### src/rtl/core/tmsl_pkg.sv
package tmsl_pkg;

   localparam int CSR_INDEX_W = 3;
   localparam int CSR_DATA_W  = 8;

   localparam logic [CSR_INDEX_W-1:0] CSR_MAP_WIDTH     = 3'd0;
   localparam logic [CSR_INDEX_W-1:0] CSR_MAP_HEIGHT    = 3'd1;
   localparam logic [CSR_INDEX_W-1:0] CSR_TILE_SIZE     = 3'd2;
   localparam logic [CSR_INDEX_W-1:0] CSR_ATLAS_COLUMNS = 3'd3;
   localparam logic [CSR_INDEX_W-1:0] CSR_ATLAS_SPACING = 3'd4;

   localparam logic [6:0] MAP_DIM_RESET   = 7'd64;
   localparam logic [7:0] TILE_SIZE_RESET = 8'd16;

   localparam logic OP_SET = 1'b0;
   localparam logic OP_GET = 1'b1;

   localparam int COORD_W    = 16;
   localparam int ID_FIELD_W = 13;
   localparam int SRC_X_W    = 17;
   localparam int SRC_Y_W    = 21;
   localparam int WORLD_W    = 14;

   localparam int REQ_DATA_W = 48;
   localparam int RSP_DATA_W = 88;

   localparam int DIV_BITS  = 12;
   localparam int DIV_CNT_W = 4;

   typedef struct packed {
      logic clear;
      logic capture;
      logic write;
      logic read;
      logic load;
      logic div_step;
      logic mul;
      logic out_load;
   } cmd_type;

   typedef struct packed {
      logic clear_last;
      logic is_get;
   } status_type;

endpackage

### src/rtl/core/tmsl_ctrl.sv
module tmsl_ctrl (
   input  logic                 clock,
   input  logic                 reset,
   input  logic                 req_tvalid,
   output logic                 req_tready,
   output logic                 rsp_tvalid,
   input  logic                 rsp_tready,
   input  tmsl_pkg::status_type status,
   output tmsl_pkg::cmd_type    cmd
);

   import tmsl_pkg::*;

   typedef enum logic [2:0] {
      S_CLEAR,
      S_IDLE,
      S_ACCESS,
      S_LOAD,
      S_DIV,
      S_MUL,
      S_OUT
   } state_type;

   state_type             state_ff;
   logic                  req_tready_ff;
   logic                  rsp_tvalid_ff;
   logic [DIV_CNT_W-1:0]  div_cnt_ff;
   logic                  out_free;

   assign out_free = !rsp_tvalid_ff || rsp_tready;

   always_comb begin
      cmd          = '0;
      cmd.clear    = (state_ff == S_CLEAR);
      cmd.capture  = (state_ff == S_IDLE) && req_tvalid && req_tready_ff;
      cmd.write    = (state_ff == S_ACCESS) && !status.is_get;
      cmd.read     = (state_ff == S_ACCESS) && status.is_get;
      cmd.load     = (state_ff == S_LOAD);
      cmd.div_step = (state_ff == S_DIV);
      cmd.mul      = (state_ff == S_MUL);
      cmd.out_load = (state_ff == S_OUT) && out_free;
   end

   always_ff @(posedge clock) begin
      if (reset) begin
         state_ff      <= S_CLEAR;
         req_tready_ff <= 1'b0;
         rsp_tvalid_ff <= 1'b0;
         div_cnt_ff    <= '0;
      end else begin
         if (rsp_tvalid_ff && rsp_tready && !cmd.out_load) begin
            rsp_tvalid_ff <= 1'b0;
         end
         case (state_ff)
            S_CLEAR: begin
               if (status.clear_last) begin
                  state_ff      <= S_IDLE;
                  req_tready_ff <= 1'b1;
               end
            end
            S_IDLE: begin
               if (req_tvalid && req_tready_ff) begin
                  state_ff      <= S_ACCESS;
                  req_tready_ff <= 1'b0;
               end
            end
            S_ACCESS: begin
               if (status.is_get) begin
                  state_ff <= S_LOAD;
               end else begin
                  state_ff      <= S_IDLE;
                  req_tready_ff <= 1'b1;
               end
            end
            S_LOAD: begin
               state_ff   <= S_DIV;
               div_cnt_ff <= '0;
            end
            S_DIV: begin
               div_cnt_ff <= div_cnt_ff + 1'b1;
               if (div_cnt_ff == DIV_CNT_W'(DIV_BITS - 1)) begin
                  state_ff <= S_MUL;
               end
            end
            S_MUL: begin
               state_ff <= S_OUT;
            end
            S_OUT: begin
               if (out_free) begin
                  state_ff      <= S_IDLE;
                  req_tready_ff <= 1'b1;
                  rsp_tvalid_ff <= 1'b1;
               end
            end
            default: begin
               state_ff      <= S_IDLE;
               req_tready_ff <= 1'b1;
            end
         endcase
      end
   end

   assign req_tready = req_tready_ff;
   assign rsp_tvalid = rsp_tvalid_ff;

endmodule

### config.mk
export PLATFORM = sky130hd
export DESIGN_NAME = tmsl_ctrl
export DESIGN_NICKNAME = d
export VERILOG_FILES = /design/src/rtl/core/tmsl_pkg.sv /design/src/rtl/core/tmsl_ctrl.sv
export SDC_FILE = /design/constraint.sdc
export NUM_CORES = 1
export LEC_CHECK = 0
export BUFFER_PORTS_ARGS = -buffer_cell sky130_fd_sc_hd__buf_2
export CELL_PAD_IN_SITES_DETAIL_PLACEMENT = 0
export CELL_PAD_IN_SITES_GLOBAL_PLACEMENT = 1
export CORE_UTILIZATION = 38
export CTS_CLUSTER_SIZE = 8
export DETAILED_ROUTE_END_ITERATION = 10
export HOLD_SLACK_MARGIN = 0.02
export PLACE_DENSITY_LB_ADDON = 0.1
export SLEW_MARGIN = 20
export SYNTH_ARGS = -nofsm -noshare
export SYNTH_HDL_FRONTEND = slang
export SYNTH_SLANG_ARGS = --single-unit
export TNS_END_PERCENT = 5
### constraint.sdc
create_clock -name clock -period 1.8 [get_ports clock]
set_input_delay 0 -clock clock [delete_from_list [all_inputs] [get_ports clock]]
set_output_delay 0 -clock clock [all_outputs]
set_load 0.01 [all_outputs]
==> Yosys cells after proc, flatten, opt, wreduce, memory -nomap -nowiden <==
Cells that the tools add are included.
{ "totals": {"register_bits": 9, "in_bits": 6, "output_inout_bits": 10, "wordCells": 50} }
{ "op_classes": {"addsub": 1, "eq_ne": 12, "mux": 15, "bitwise": 1, "reduce_logical": 17} }
{ "ops": {"columns": ["op", "n"], "rows": [
  ["3-bit one-hot mux with 7 select lines", 1],
  ["3-bit 2-to-1 mux", 4],
  ["3-bit equality test (second input constant)", 3],
  ["1-bit logical AND", 8],
  ["4-bit one-hot mux with 2 select lines", 1],
  ["1-bit 2-to-1 mux", 7],
  ["3-bit by 2-bit equality test with 1-bit output (second input constant)", 2],
  ["2-bit != test (second input constant)", 3],
  ["1-bit one-hot mux with 5 select lines", 1],
  ["5-bit AND reduction", 1],
  ["4-bit by 1-bit adder with 4-bit output (second input constant)", 1],
  ["4-bit equality test (second input constant)", 1],
  ["2-bit by 1-bit != test with 1-bit output (second input constant)", 2],
  ["4-bit AND reduction", 1],
  ["3-bit by 1-bit equality test with 1-bit output (second input constant)", 1],
  ["1-bit logical NOT", 3],
  ["3-bit logical NOT", 1],
  ["3-bit OR reduction", 1],
  ["2-bit 2-to-1 mux", 1],
  ["2-bit nonzero test", 1],
  ["1-bit logical OR", 1],
  ["1-bit inverter", 1]
]} }

==> Depth between registers and ports, before layout <==
{ "logic_depth": {"ltp_word": 8, "mapped_depth": 4, "ltp_nobuf": 4} }

==> Worst setup path before layout <==
No wires, ideal clock.
{ "synth_path": {"kind": "flip-flop to flip-flop", "start": "reg state_ff[1]", "end": "reg div_cnt_ff[3]", "setup_ns": 0.137, "t_arrival_ns": 0.985, "required_time_ns": 1.663, "path_slack_ns": 0.678, "stages_incl_launch_ff": 5, "n_path_buf": 1, "period_less_slack_ns": 1.122, "path_cell_list": "dfxtp_1 -> buf_2 -> nor3b_2 -> and3_1 -> nor4_1"} }
{ "synth_lines": {"columns": ["element", "line", "source"], "rows": [
  ["start, declared", "tmsl_ctrl.sv:24", "state_type state_ff;"],
  ["start signal, assigned", "tmsl_ctrl.sv:46", "state_ff <= S_CLEAR;"],
  ["start signal, assigned", "tmsl_ctrl.sv:57", "state_ff <= S_IDLE;"],
  ["start signal, assigned", "tmsl_ctrl.sv:63", "state_ff <= S_ACCESS;"],
  ["end signal, assigned", "tmsl_ctrl.sv:80", "div_cnt_ff <= div_cnt_ff + 1'b1;"],
  ["end, declared", "tmsl_ctrl.sv:27", "logic [DIV_CNT_W-1:0] div_cnt_ff;"]
]} }

==> flow_metrics.py <==
metrics = {
    "setup_path": {
        "worstSetupEndpointType": "primary output",
        "max_stage_delay_ns": 0.56,
        "rr_worst_depth": 3,
        "crit_fanout": 14,
        "critPathArrivalTime_ns": 1.36,
        "cp_slowest_cell": "dfxtp_1",
        "critical_path.startpoint_type": "flop",
        "rr_endpoint": "div_cnt_ff[1]",
        "crit_required_ns": 1.80,
        "worst-r2r-setup-slack_ns": 0.45,
        "r2r-start": "state_ff[2]",
        "crit_chain": "nor3b_2 > buf_2",
        "critPathKind": "flop to primary output",
    },
    "global_route": {
        "grt_remaining_overflow": 0,
        "grt_pass1_wl_mm": 1.84,
        "antenna_found_initial": 0,
        "grt_pass1_vias": 392,
        "grt_max_degree": 15,
        "grt_use_total_pct": 17.6,
    },
    "die": {
        "core_area_sq_mm": 0.00135,
        "die_area_sq_mm": 0.00166,
        "die_w_um": 40.7,
        "io_pins": 16,
        "die_y_um": 40.7,
        "core.rowCount": 13,
        "start_util_pct": 42.2,
    },
    "final_layout": {
        "syn2layout_area_growth_pct": 16.9,
        "final-seq-area_sq_um": 180,
        "multi_input_area_sq_um": 345,
        "fillers": 138,
        "layout_commonest_cell": "buf_2",
        "final_cell_mix": "buf_2, dfxtp_1, a21oi_1",
        "nets": 91,
        "layout-drive-gt1-share_pct": 30.1,
        "diodes": 0,
    },
    "job": {
        "maxCapViolations": 0,
    },
    "synth": {
        "synth_area_leader_cell": "dfxtp_1",
        "synth-seq-cells": 9,
        "synth_top_area_share_pct": 31.6,
        "synth-edff-count": 0,
        "synth_warnings": 0,
        "synth_nets": 75,
        "synthTopCellsByArea": "dfxtp_1, a21oi_1, a2111oi_2",
        "synthCells": 68,
        "synth_cell_types": 29,
        "ys.flop_type": "dfxtp_1",
        "syn_area_per_cell_sq_um": 8.37,
        "ys_seq_area_share_pct": 31.6,
        "async_flop_share_pct": 0,
        "synth_area_sq_um": 569,
    },
    "clock_network": {
        "cts_buffers": 3,
        "hold_buffers": 0,
        "cts_max_path_buffers": 2,
        "cts_tree": "yes",
        "cts_setup_buffers": 0,
        "cts.clk_slew.worst_paths_ns": 0.07,
        "cts.repair.resized": 0,
        "cts_max_level": 1,
        "cts_sinks": 9,
        "clk_root_buffer_cell": "clkbuf_4",
        "insertion_delay_ns": 0.27,
    },
    "placed_design": {
        "port_buffers": 15,
        "hpwl_um": 920,
        "gp_congestion": 0.728,
    },
    "routing": {
        "post_drt_wl_per_cell_um": 12.6,
        "via_per_inst": 5.38,
        "dr.first_iter.drc_count": 20,
        "ant_nets": 0,
        "routed_wl_mm": 1.24,
        "drt_pass1_iterations": 4,
        "drcViolationCount": 0,
        "vias": 527,
    },
    "timing": {
        "fmax_mhz": 737,
        "tns_ns": 0,
        "rsz0062_at_grt": "no",
        "finalCriticalPeriod_ns": 1.36,
        "hold_ws_ns": 0.0471,
        "finalCritPeriodShare_pct": 75.3,
        "slew_headroom_pct": 74.0,
        "setup_viol": 0,
        "maxSlewViolCount": 0,
        "tightestPinTransition_ns": 0.389,
        "skew_ns": 0.00129,
        "finalHoldViolCount": 0,
    },
    "power": {
        "leakagePower_nw": 0.304,
        "vdd_drop_max_mv": 0.553,
        "finalPower_w": 0.000442,
        "power_density_mw_per_mm2": 664,
    },
    "hold_path": {
        "holdPathStages": 2,
        "hold_end": "div_cnt_ff[1]",
        "hp-class": "primary input to flop",
        "hp-start": "reset",
    },
    "run_status": {
        "outcome": "finished, final reports clean",
    },
}
metrics by stage:
step / worst slack (ns) / instances / cell area [sq um] / util [%]
final: 0.444 / 98 / 666 / 49.3
after global routing: 0.287 / 98 / 666 / 49.3
after CTS: 0.434 / 98 / 666 / 49.3
after detailed placement: 0.460 / 94 / 638 / 47.3
after global placement: 0.497 / 94 / 638 / 47.3
after floorplan: 0.678 / 68 / 569 / -
per-layer routing:
layer / routed length, um / GRT usage [%]
met5: 0 / 0
met4: 9 / 5.00
met3: 61 / 9.78
met2: 520 / 22.2
met1: 646 / 25.0
worst max-delay path: cells and delay by family (launching register included):
kind	cells	cell delay, ns
simple gates	1	0.34
buf+inv	1	0.18
flops	1	0.56
logic make-up after synthesis:
family,synth area share [%]
flops,31.6
simple gates,32.3
fa+ha+maj,2.20
buf+inv,7.69
compound gates,24.2
mux,1.98
worst max-delay path by stage:
| stage | startpoint | endpoint | slack, ns |
|---|---|---|---|
| global route | state_ff[2] | div_cnt_ff[1] | 0.29 |
| CTS | state_ff[2] | cmd[2] | 0.43 |
| global placement | state_ff[2] | div_cnt_ff[1] | 0.50 |
| floorplan | state_ff[1] | div_cnt_ff[3] | 0.68 |
| detailed placement | state_ff[2] | div_cnt_ff[1] | 0.46 |
| finish | state_ff[2] | cmd[2] | 0.44 |
final cells by class:
class,count,area share (%)
Tap cell,15,2.82
Clock buffer,3,3.38
Timing Repair Buffer,15,11.3
Inverter,5,2.82
Sequential cell,9,27.1
Multi-Input combinational cell,50,51.9
Clock inverter,1,0.752
synthesized netlist by cell type, drive strengths merged (2+ instances only):
cell	instances
a2111oi	2
nand3b	2
dfxtp	9
nor2	7
nor2b	3
a21oi	8
nor3	3
buf	3
and3	4
nand3	2
nand2b	3
a31oi	2
inv	5
flip-flops by register name (all words and copies together), names as in the netlist:
| register | count |
|---|---|
| div_cnt_ff | 4 |
| state_ff | 3 |
| req_tready | 1 |
| rsp_tvalid | 1 |
where the power goes:
group          switching (W)  internal, W  leakage (nW)
Combinational      0.0000316    0.0000273         0.214
Sequential         0.0000115     0.000205        0.0731
Clock              0.0000840    0.0000825        0.0177
Total               0.000127     0.000315         0.304
No activity file was read; power rests on OpenSTA's default activity.
